File: config.mk
export PLATFORM = sky130hd
export DESIGN_NAME = tabbt_ctrl
export DESIGN_NICKNAME = d
export VERILOG_FILES = /design/src/hdl/tabbt_pkg.sv /design/src/hdl/tabbt_ctrl.sv
export SDC_FILE = /design/constraint.sdc
export NUM_CORES = 1
export LEC_CHECK = 0
export ABC_AREA = 0
export BUFFER_PORTS_ARGS = -buffer_cell sky130_fd_sc_hd__buf_2
export CORE_AREA = 2 2 173 175
export CTS_CLUSTER_SIZE = 10
export DETAILED_ROUTE_END_ITERATION = 8
export DIE_AREA = 0 0 175 177
export PLACE_DENSITY = 0.64
export SLEW_MARGIN = 0
export SYNTH_ARGS = -nofsm -noshare
export SYNTH_HDL_FRONTEND = slang
export SYNTH_SLANG_ARGS = --single-unit
File: constraint.sdc
create_clock -name i_clk -period 8.4 [get_ports i_clk]
set_input_delay 0.84 -clock i_clk [delete_from_list [all_inputs] [get_ports i_clk]]
set_output_delay 0.84 -clock i_clk [all_outputs]
set_load 0.03 [all_outputs]
File: src/hdl/tabbt_pkg.sv
// Package for the triangular ABB^T + A^TA block.
// Holds the controller states, the MAC kinds, the command and status
// structs and the saturating add. It depends on nothing.
package tabbt_pkg;

    // Width of the matrix size register and its value after reset.
    localparam int SIZE_W = 7;
    localparam logic [SIZE_W-1:0] SIZE_RESET = 7'd64;

    // Opcodes carried in the input tuser.
    localparam logic OP_LOAD = 1'b0;
    localparam logic OP_ROW  = 1'b1;

    // Controller states.
    typedef enum logic [3:0] {
        S_IDLE,
        S_P_RUN,
        S_P_DRAIN,
        S_C1_RUN,
        S_C2_RUN,
        S_C_DRAIN,
        S_RD_ISSUE,
        S_RD_WAIT,
        S_RD_SEND
    } t_state;

    // What one MAC step does: build A*B, add AB*B^T, or add A^T*A.
    typedef enum logic [1:0] {
        K_P,
        K_C1,
        K_C2
    } t_kind;

    // Commands from the controller to the datapath.
    typedef struct packed {
        logic  valid;
        t_kind kind;
        logic  first;
        logic  last;
        logic  load_we;
        logic  load_out;
        logic  last_col;
    } t_cmd;

    // Status from the datapath to the controller.
    typedef struct packed {
        logic pipe_empty;
    } t_status;

    // 64-bit signed add that clips to the range; the top bit flags a clip.
    function automatic logic [64:0] sat_add(input logic signed [63:0] x,
                                            input logic signed [63:0] y);
        logic signed [63:0] s;
        s = x + y;
        if ((x[63] == y[63]) && (s[63] != x[63])) begin
            if (y[63]) begin
                return {1'b1, 64'h8000_0000_0000_0000};
            end else begin
                return {1'b1, 64'h7FFF_FFFF_FFFF_FFFF};
            end
        end
        return {1'b0, s};
    endfunction

endpackage

File: src/hdl/tabbt_ctrl.sv
// Controller: handshakes, load counter, matrix size and the loop sequencer
// that drives the MAC pipeline and the row readout. Depends on tabbt_pkg.
module tabbt_ctrl #(
    parameter int MAX_N = 64
) (
    input  logic                   i_clk,
    input  logic                   i_rst_n,
    input  logic                   i_s_tvalid,
    output logic                   o_s_tready,
    input  logic                   i_opcode,
    input  logic [5:0]             i_row,
    input  logic                   i_cfg_valid,
    output logic                   o_cfg_ready,
    input  logic [tabbt_pkg::SIZE_W-1:0] i_cfg_data,
    output logic                   o_m_tvalid,
    input  logic                   i_m_tready,
    output tabbt_pkg::t_cmd        o_cmd,
    output logic [((MAX_N > 1) ? $clog2(MAX_N*MAX_N) : 1)-1:0] o_x_addr,
    output logic [((MAX_N > 1) ? $clog2(MAX_N*MAX_N) : 1)-1:0] o_y_addr,
    output logic [((MAX_N > 1) ? $clog2(MAX_N*MAX_N) : 1)-1:0] o_w_addr,
    output logic [((MAX_N > 1) ? $clog2(MAX_N*MAX_N) : 1)-1:0] o_ld_addr,
    output logic [((MAX_N > 1) ? $clog2(MAX_N*MAX_N) : 1)-1:0] o_rd_addr,
    output logic [5:0]             o_col,
    input  tabbt_pkg::t_status     i_status
);
    import tabbt_pkg::*;

    localparam int AW = (MAX_N > 1) ? $clog2(MAX_N*MAX_N) : 1;
    localparam int NW = $clog2(MAX_N + 1);
    localparam int CW = $clog2(MAX_N*MAX_N + 1);

    t_state              r_state, n_state;
    logic [SIZE_W-1:0]   r_size, n_size;
    logic [CW-1:0]       r_load_count, n_load_count;
    logic                r_ready, n_ready;
    logic [NW-1:0]       r_i, r_j, r_k, n_i, n_j, n_k;
    logic [5:0]          r_row, n_row;

    logic [NW-1:0] n_eff, n_last, lim;
    logic [CW-1:0] total;
    logic          s_acc, cfg_acc, full, row_ok, is_load, is_row;

    // Row-major address of element (r, c).
    function automatic logic [AW-1:0] mkaddr(input logic [NW-1:0] r,
                                             input logic [NW-1:0] c,
                                             input logic [NW-1:0] n);
        logic [2*NW-1:0] p;
        p = (2*NW)'(r) * (2*NW)'(n) + (2*NW)'(c);
        return AW'(p);
    endfunction

    // Effective size, clamped to 1..MAX_N.
    always_comb begin
        if (r_size == '0) begin
            n_eff = NW'(1);
        end else if (int'(r_size) > MAX_N) begin
            n_eff = NW'(MAX_N);
        end else begin
            n_eff = NW'(r_size);
        end
        n_last  = n_eff - NW'(1);
        total   = CW'((2*NW)'(n_eff) * (2*NW)'(n_eff));
        lim     = (r_i < r_j) ? r_i : r_j;
        s_acc   = i_s_tvalid && o_s_tready;
        cfg_acc = i_cfg_valid && o_cfg_ready;
        full    = (r_load_count >= total);
        row_ok  = int'(i_row) < int'(n_eff);
        is_load = s_acc && (i_opcode == OP_LOAD);
        is_row  = s_acc && (i_opcode == OP_ROW) && full && row_ok;
    end

    // Next state.
    always_comb begin
        n_state = r_state;
        unique case (r_state)
            S_IDLE: begin
                if (is_row) begin
                    n_state = r_ready ? S_RD_ISSUE : S_P_RUN;
                end
            end
            S_P_RUN: begin
                if (r_k == n_last && r_j == n_last && r_i == n_last) begin
                    n_state = S_P_DRAIN;
                end
            end
            S_P_DRAIN: begin
                if (i_status.pipe_empty) begin
                    n_state = S_C1_RUN;
                end
            end
            S_C1_RUN: begin
                if (r_k == n_last) begin
                    n_state = S_C2_RUN;
                end
            end
            S_C2_RUN: begin
                if (r_k == lim) begin
                    n_state = (r_i == n_last && r_j == n_last) ? S_C_DRAIN : S_C1_RUN;
                end
            end
            S_C_DRAIN: begin
                if (i_status.pipe_empty) begin
                    n_state = S_RD_ISSUE;
                end
            end
            S_RD_ISSUE: begin
                n_state = S_RD_WAIT;
            end
            S_RD_WAIT: begin
                n_state = S_RD_SEND;
            end
            S_RD_SEND: begin
                if (i_m_tready) begin
                    n_state = (r_j == n_last) ? S_IDLE : S_RD_ISSUE;
                end
            end
            default: begin
                n_state = S_IDLE;
            end
        endcase
    end

    // Loop counters, load count, size and the result flag.
    always_comb begin
        n_i          = r_i;
        n_j          = r_j;
        n_k          = r_k;
        n_row        = r_row;
        n_size       = r_size;
        n_load_count = r_load_count;
        n_ready      = r_ready;
        if (cfg_acc) begin
            n_size       = i_cfg_data;
            n_load_count = '0;
            n_ready      = 1'b0;
        end
        unique case (r_state)
            S_IDLE: begin
                if (is_load) begin
                    n_load_count = full ? CW'(1) : r_load_count + CW'(1);
                    n_ready      = 1'b0;
                end
                if (is_row) begin
                    n_i   = '0;
                    n_j   = '0;
                    n_k   = '0;
                    n_row = i_row;
                end
            end
            S_P_RUN: begin
                if (r_k == n_last) begin
                    if (r_j == n_last) begin
                        n_j = '0;
                        if (r_i == n_last) begin
                            n_i = '0;
                            n_k = '0;
                        end else begin
                            n_i = r_i + NW'(1);
                            n_k = r_i + NW'(1);
                        end
                    end else begin
                        n_j = r_j + NW'(1);
                        n_k = r_i;
                    end
                end else begin
                    n_k = r_k + NW'(1);
                end
            end
            S_C1_RUN: begin
                n_k = (r_k == n_last) ? '0 : r_k + NW'(1);
            end
            S_C2_RUN: begin
                if (r_k == lim) begin
                    n_k = '0;
                    if (r_j == n_last) begin
                        n_j = '0;
                        n_i = (r_i == n_last) ? '0 : r_i + NW'(1);
                    end else begin
                        n_j = r_j + NW'(1);
                    end
                end else begin
                    n_k = r_k + NW'(1);
                end
            end
            S_C_DRAIN: begin
                if (i_status.pipe_empty) begin
                    n_ready = 1'b1;
                end
            end
            S_RD_SEND: begin
                if (i_m_tready && r_j != n_last) begin
                    n_j = r_j + NW'(1);
                end
            end
            default: begin
                n_k = r_k;
            end
        endcase
    end

    // Outputs: handshakes, MAC commands and addresses.
    always_comb begin
        o_cmd       = '0;
        o_cmd.kind  = K_P;
        o_s_tready  = (r_state == S_IDLE) && !i_cfg_valid;
        o_cfg_ready = (r_state == S_IDLE);
        o_m_tvalid  = (r_state == S_RD_SEND);
        o_x_addr    = mkaddr(r_i, r_k, n_eff);
        o_y_addr    = mkaddr(r_k, r_j, n_eff);
        o_w_addr    = mkaddr(r_i, r_j, n_eff);
        o_ld_addr   = full ? '0 : AW'(r_load_count);
        o_rd_addr   = mkaddr(NW'(r_row), r_j, n_eff);
        o_col       = 6'(r_j);
        unique case (r_state)
            S_IDLE: begin
                o_cmd.load_we = is_load;
            end
            S_P_RUN: begin
                o_cmd.valid = 1'b1;
                o_cmd.kind  = K_P;
                o_cmd.first = (r_k == r_i);
                o_cmd.last  = (r_k == n_last);
            end
            S_C1_RUN: begin
                o_cmd.valid = 1'b1;
                o_cmd.kind  = K_C1;
                o_cmd.first = (r_k == '0);
                o_y_addr    = mkaddr(r_j, r_k, n_eff);
            end
            S_C2_RUN: begin
                o_cmd.valid = 1'b1;
                o_cmd.kind  = K_C2;
                o_cmd.first = (r_k == '0);
                o_cmd.last  = (r_k == lim);
                o_x_addr    = mkaddr(r_k, r_i, n_eff);
            end
            S_RD_WAIT: begin
                o_cmd.load_out = 1'b1;
                o_cmd.last_col = (r_j == n_last);
            end
            default: begin
                o_cmd.valid = 1'b0;
            end
        endcase
    end

    // Registers.
    always_ff @(posedge i_clk) begin
        if (!i_rst_n) begin
            r_state      <= S_IDLE;
            r_size       <= SIZE_RESET;
            r_load_count <= '0;
            r_ready      <= 1'b0;
            r_i          <= '0;
            r_j          <= '0;
            r_k          <= '0;
        end else begin
            r_state      <= n_state;
            r_size       <= n_size;
            r_load_count <= n_load_count;
            r_ready      <= n_ready;
            r_i          <= n_i;
            r_j          <= n_j;
            r_k          <= n_k;
        end
    end

    always_ff @(posedge i_clk) begin
        r_row <= n_row;
    end

`ifndef NO_ASSERTIONS
    // A size write restarts loading and drops the computed result.
    a_cfg_restart: assert property (@(posedge i_clk) disable iff (!i_rst_n)
        cfg_acc |=> (r_load_count == '0) && !r_ready)
        else $error("size write did not restart loading");

    // The load count never runs past a full matrix.
    a_count_range: assert property (@(posedge i_clk) disable iff (!i_rst_n)
        r_load_count <= total)
        else $error("load count beyond matrix");

    // A row is only sent out of a computed result.
    a_send_ready: assert property (@(posedge i_clk) disable iff (!i_rst_n)
        (r_state == S_RD_SEND) |-> r_ready)
        else $error("row sent without a computed result");

    // The result becomes ready only once the pipeline has drained.
    a_ready_rise: assert property (@(posedge i_clk) disable iff (!i_rst_n)
        $rose(r_ready) |-> ($past(r_state) == S_C_DRAIN))
        else $error("result ready outside drain");
`endif
endmodule

* After elaboration in Yosys (flattened, before gate mapping)
Cells that the tools add are included.
** Storage, ports and cells
- Register bits after elaboration :: 52
- Output and inout bits :: 77
** Cells by class
- $add $sub $neg :: 11
- Magnitude comparators :: 4
- Multiplexer cells :: 45
- Multiply operators :: 5
- Reductions and logical operators :: 24
- Equality and inequality tests :: 23
- Bitwise gates (word level) :: 1
** Operator list (number)
- two-way mux 7 bit :: 15
- adder 12 x 7 -> 12 bit :: 6
- one-hot mux 7 bit (4 select lines) :: 2
- two-way mux 13 bit :: 4
- multiplier 7 x 7 -> 12 bit :: 3
- two-way mux 12 bit :: 3
- one-hot mux 4 bit (9 select lines) :: 1
- equality test 7 bit :: 5
- two-way mux 4 bit :: 7
- adder 7 x 1 -> 7 bit, second input constant :: 3
- one-hot mux 7 bit (3 select lines) :: 1
- equality test 4 x 3 -> 1 bit, second input constant :: 4
- zero test 7 bit :: 2
- adder 13 x 1 -> 13 bit, second input constant :: 1
- >= comparator 13 bit :: 1
- multiplier 7 x 7 -> 13 bit :: 1
- multiplier 6 x 7 -> 12 bit :: 1
- != test 2 bit, second input constant :: 6
- logical AND 1 bit :: 11
- two-way mux 3 bit :: 3
- one-hot mux 3 bit (3 select lines) :: 1
- equality test 4 x 2 -> 1 bit, second input constant :: 2
- nonzero test 4 bit :: 2
- > comparator 7 bit, second input constant :: 1
- other kinds (19) :: 27

* Depth between registers and ports, before layout
- Depth in word-level cells :: 9
- Mapped depth :: 32
- Gate-level depth less buffers :: 28

* Worst setup path after synthesis
OpenSTA, ideal clock, no wires.
- Kind :: register to register
- Start :: register r_size[6]
- End :: register r_j[0]
- Clock period less this slack :: 6.915 ns
- Arrival :: 6.845 ns
- Slack :: 1.485 ns
- Data required time :: 8.330 ns
- Cell stages (with the launch flop) :: 32
- Library setup time :: 0.070 ns
- Path buffers :: 5
- Cells stage by stage :: dfxtp_1 buf_2 buf_1 nor2b_1 clkbuf_1 and2_1 fa_1 inv_1 fa_1 inv_1 fa_1 inv_1 fa_1 inv_1 ha_1 a21boi_0 o21ai_0 a21boi_0 o21ai_0 and4b_1 a211oi_1 ha_1 nand3_1 nor2_1 o21ai_0 a41oi_2 a21oi_2 or3_1 buf_2 buf_6 or4_1 a21oi_1
** Between the ends
- Longest elaborated chain between the ends :: 9
** Ends and longest elaborated chain
- from (decl) :: RTL line tabbt_ctrl.sv:33 : logic [SIZE_W-1:0] r_size, n_size;
- from (signal assigned) :: RTL line tabbt_ctrl.sv:259 : r_size <= n_size;
- > comparator 7 bit :: RTL line tabbt_ctrl.sv:56 : end else if (int'(r_size) > MAX_N) begin
- two-way mux 7 bit :: RTL line tabbt_ctrl.sv:56
- two-way mux 7 bit * :: RTL line tabbt_ctrl.sv:54 : if (r_size == '0) begin
- multiplier 7 x 7 -> 13 bit :: RTL line tabbt_ctrl.sv:62 : total = CW'((2*NW)'(n_eff) * (2*NW)'(n_eff));
- >= comparator 13 bit :: RTL line tabbt_ctrl.sv:66 : full = (r_load_count >= total);
- logical AND 1 bit (2 in series) :: RTL line tabbt_ctrl.sv:69 : is_row = s_acc && (i_opcode == OP_ROW) && full && row_ok;
- != test 2 x 1 -> 1 bit (no source line)
- AND reduction 5 bit (no source line)
- to (signal assigned) :: RTL line tabbt_ctrl.sv:263 : r_j <= n_j;
- to (decl) :: RTL line tabbt_ctrl.sv:36 : logic [NW-1:0] r_i, r_j, r_k, n_i, n_j, n_k;
Mark *: on every way between the ends. The rest lies on a longest branch, timed or not. The select of a mux whose other input is x is not followed.
A chain may end at the register's enable or synchronous reset.

* Worst setup path after layout
- Start :: register r_size[5]
- End :: output port o_y_addr[10] (netlist bit)
** Between the ends
- Longest elaborated chain between the ends :: 6
** Ends and longest elaborated chain
- > comparator 7 bit :: RTL line tabbt_ctrl.sv:56
- two-way mux 7 bit :: RTL line tabbt_ctrl.sv:56
- two-way mux 7 bit * :: RTL line tabbt_ctrl.sv:54
- multiplier 7 x 7 -> 12 bit :: RTL line tabbt_ctrl.sv:48 : p = (2*NW)'(r) * (2*NW)'(n) + (2*NW)'(c);
- adder 12 x 7 -> 12 bit :: RTL line tabbt_ctrl.sv:48
- two-way mux 12 bit * :: RTL line tabbt_ctrl.sv:214 : unique case (r_state)
- to (decl) :: RTL line tabbt_ctrl.sv:19 : output logic [((MAX_N > 1) ? $clog2(MAX_N*MAX_N) : 1)-1:0] o_y_addr,
Mark *: on every way between the ends. The rest lies on a longest branch, timed or not.

==> results.toml <==
[outcome]
status = "completed"

[critical_path]
slowest_stage = "nor2b_2"
reg2reg_slack_ns = 1.21
cp_max_fo = 16
worstSetupEndpointType = "output port"
endpoint = "o_y_addr[10]"
path_buf_inv = 2
cp.required_ns = 7.56
cp-start-kind = "flip-flop"
r2r_cells = 27
crit_top_cell = "fa_1"
crit_type = "reg -> out"
crit_family = "adder cells"
arrival_ns = 6.61
critPathMaxStageDelay_ns = 0.70
r2r_start = "r_size[6]"
r2r-end = "r_state[1]"
setup.worst_path.start = "r_size[5]"
path_cells = "nor2b_2 -> nand2_1 -> fa_1 -> fa_1 -> fa_1 -> inv_1 -> fa_1 -> ha_1 -> o21a_1 -> a21oi_1 -> xor2_1 -> or3b_2 -> or4_1 -> a21oi_1 -> a31o_2 -> buf_2"
cp_num_cells = 16

[detailed_routing]
viasPerCell = 5.48
drc_errors = 0
dr.first_iter.drc_count = 750
wl_per_cell_um = 17.3
dr.pass1.iters = 5
antenna_left = 0
wl_um = 35200
vias = 11100

[placed_design]
port_buffers = 96
place.detailed.hpwl_um = 27700
gp_congestion = 0.872
place_area_sq_um = 13500

[cells_and_area]
fin_util_pct = 46.6
drive_gt1_share_pct = 9.71
fin_area_sq_um = 13600
nets = 1965
area_growth_pct = 7.64

[logic_synthesis]
synthCells = 1587
ys_warn_count = 0
yosys.area.top_type = "fa_1"
mappedNetlistArea_sq_um = 12700
ys_async_sr_fraction_pct = 0
netlist.area_leader.share_pct = 18.8
ys_seq_area_share_pct = 8.69
ys_types = 85
synthFlopType = "dfxtp_1"
synthTopCellsByArea = "fa_1, ha_1, dfxtp_1"
avgSynthCellArea_sq_um = 7.99
synth-seq-cells = 52
synth_edf_count = 6

[timing]
max_freq_mhz = 134
rsz0062_at_grt = "no"
setup_viol = 0
setup_tns_ns = 0
tightest_slew_ns = 1.08
hold_violations = 0
slew_headroom_pct = 28.0
fin_worst_skew_ns = 0.0112
finalMaxSlewViolations = 0
min_period_ns = 7.45
period_share_pct = 88.6
fin_hold_ws_ns = 0.508

[floorplanning]
start_util_pct = 43.3
dieArea_sq_um = 31000
ios = 97
die_h_um = 177
core-area_sq_um = 29200
die_w_um = 175
num_rows = 63

[power]
vdd_ir_drop_max_mv = 0.123
p_leak_nw = 6.86
power-per-cell-area_nw_per_um2 = 118

[clocking]
h-tree-depth = 2
cts-buffers-inserted = 5
clock_latency_ns = 0.32
tritoncts_num_sinks = 52
cts_tree = "built"
ctsHoldBuffers = 0
clk_path_buf_depth = 2
cts_setup_buffers = 0
clockRootBuffer = "clkbuf_16"
cts_resized = 0
cts.clk_slew.worst_paths_ns = 0.08

[global_route]
grt_pass1_vias = 10900
grt_max_degree = 30
gr-total-overflow = 0
grt_pass1_wl_um = 56900
grt.total_usage_pct = 23.2
antenna_found_initial = 1

[worst_hold_path]
min-delay-start = "r_load_count[12]"
hp-class = "reg -> reg"

[run]
maxCapViolations = 0
[flip-flops by register name (all words and copies together), names as in the netlist]
name / cells
r_load_count: 13
r_i: 7
r_j: 7
r_k: 7
r_size: 7
r_row: 6
r_state: 4
r_ready: 1
[per-layer routing]
metal	vias up	GRT usage (%)	part of all wire, %
met3	60	2.62	5.9
met1	5327	31.5	45
met2	371	38.5	46
met4	0	7.57	3.0
met5	-	0	0
li1	5365	-	-
[where the power goes]
| group | total (mW) | switching [mW] | internal [mW] |
|---|---|---|---|
| Combinational | 1.03 | 0.675 | 0.359 |
| Sequential | 0.340 | 0.0694 | 0.271 |
| Clock | 0.229 | 0.114 | 0.115 |
| Total | 1.60 | 0.858 | 0.745 |
[synthesized netlist by cell type (all sizes together) (15+ instances only)]
master and instances:
nor3 24, clkbuf 58, fa 119, a21o 19
dfxtp 46, o21a 15, xnor2 86, nand2 157
inv 213, o21bai 15, a21oi 82, nor2 127
xor2 38, and3 20, o21ai 67, buf 23
ha 189, nor2b 26, and2 60, nand3 17
[metrics by stage]
step                      setup WS, ns  power (mW)  instances
after global routing             0.562        1.72       2028
after detailed placement          1.24        1.37       2020
after floorplan                   1.48        1.10       1592
after CTS                        0.947        1.60       2028
final                            0.955        1.60       2029
after global placement            1.43        1.35       2020
[logic make-up (layout without fill, tap and decap cells)]
group	count (synthesis)	after routing	share of synthesized area, %
buf+inv	298	344	9.29
compound gates	281	281	14.6
fa+ha+maj	308	308	37.5
mux	12	12	0.987
simple gates	508	508	20.0
flops	52	52	8.69
other cells	2	8	0.0593
xor+xnor	126	126	8.92
[worst min-delay path, cell delays in order, from the launching register on]
cell	delay [ns]
dfxtp_1	0.33
o21ai_0	0.08
a21oi_1	0.06
[placed cells by master, fill, tap and decap left out, types with 13 or more instances in the layout]
master / Yosys / routed
inv_1: 212 / 212
ha_1: 189 / 189
nand2_1: 157 / 157
nor2_1: 127 / 126
fa_1: 119 / 119
buf_2: 11 / 96
xnor2_1: 86 / 86
a21oi_1: 81 / 81
o21ai_0: 66 / 66
and2_1: 60 / 60
dfxtp_1: 46 / 46
xor2_1: 38 / 38
nor2b_1: 26 / 23
buf_4: 6 / 23
nor3_1: 22 / 22
and3_1: 20 / 20
a21o_1: 19 / 19
nand3_1: 17 / 17
o21bai_1: 15 / 15
o21a_1: 15 / 15
nand3b_1: 13 / 13
[area by class of cell]
cell class / count / area (sq um)
antenna: 1 / 2.50
clock buffer: 5 / 125
clock inverter: 3 / 33.8
fill: 2892 / 15600
inverter: 217 / 815
multi-input combinational: 1242 / 10400
sequential: 52 / 1100
tap: 390 / 488
timing repair buffer: 119 / 653
[how the worst min path moves through the flow]
stage,endpoint,slack [ns],cells after the start
after global placement,r_load_count[12],0.50,2
after global routing,r_load_count[12],0.56,2
after detailed placement,r_load_count[12],0.50,2
after CTS,r_load_count[12],0.51,2
after floorplan,r_load_count[12],0.46,2
final,r_load_count[12],0.51,2
No activity file was read; power rests on OpenSTA's default activity.
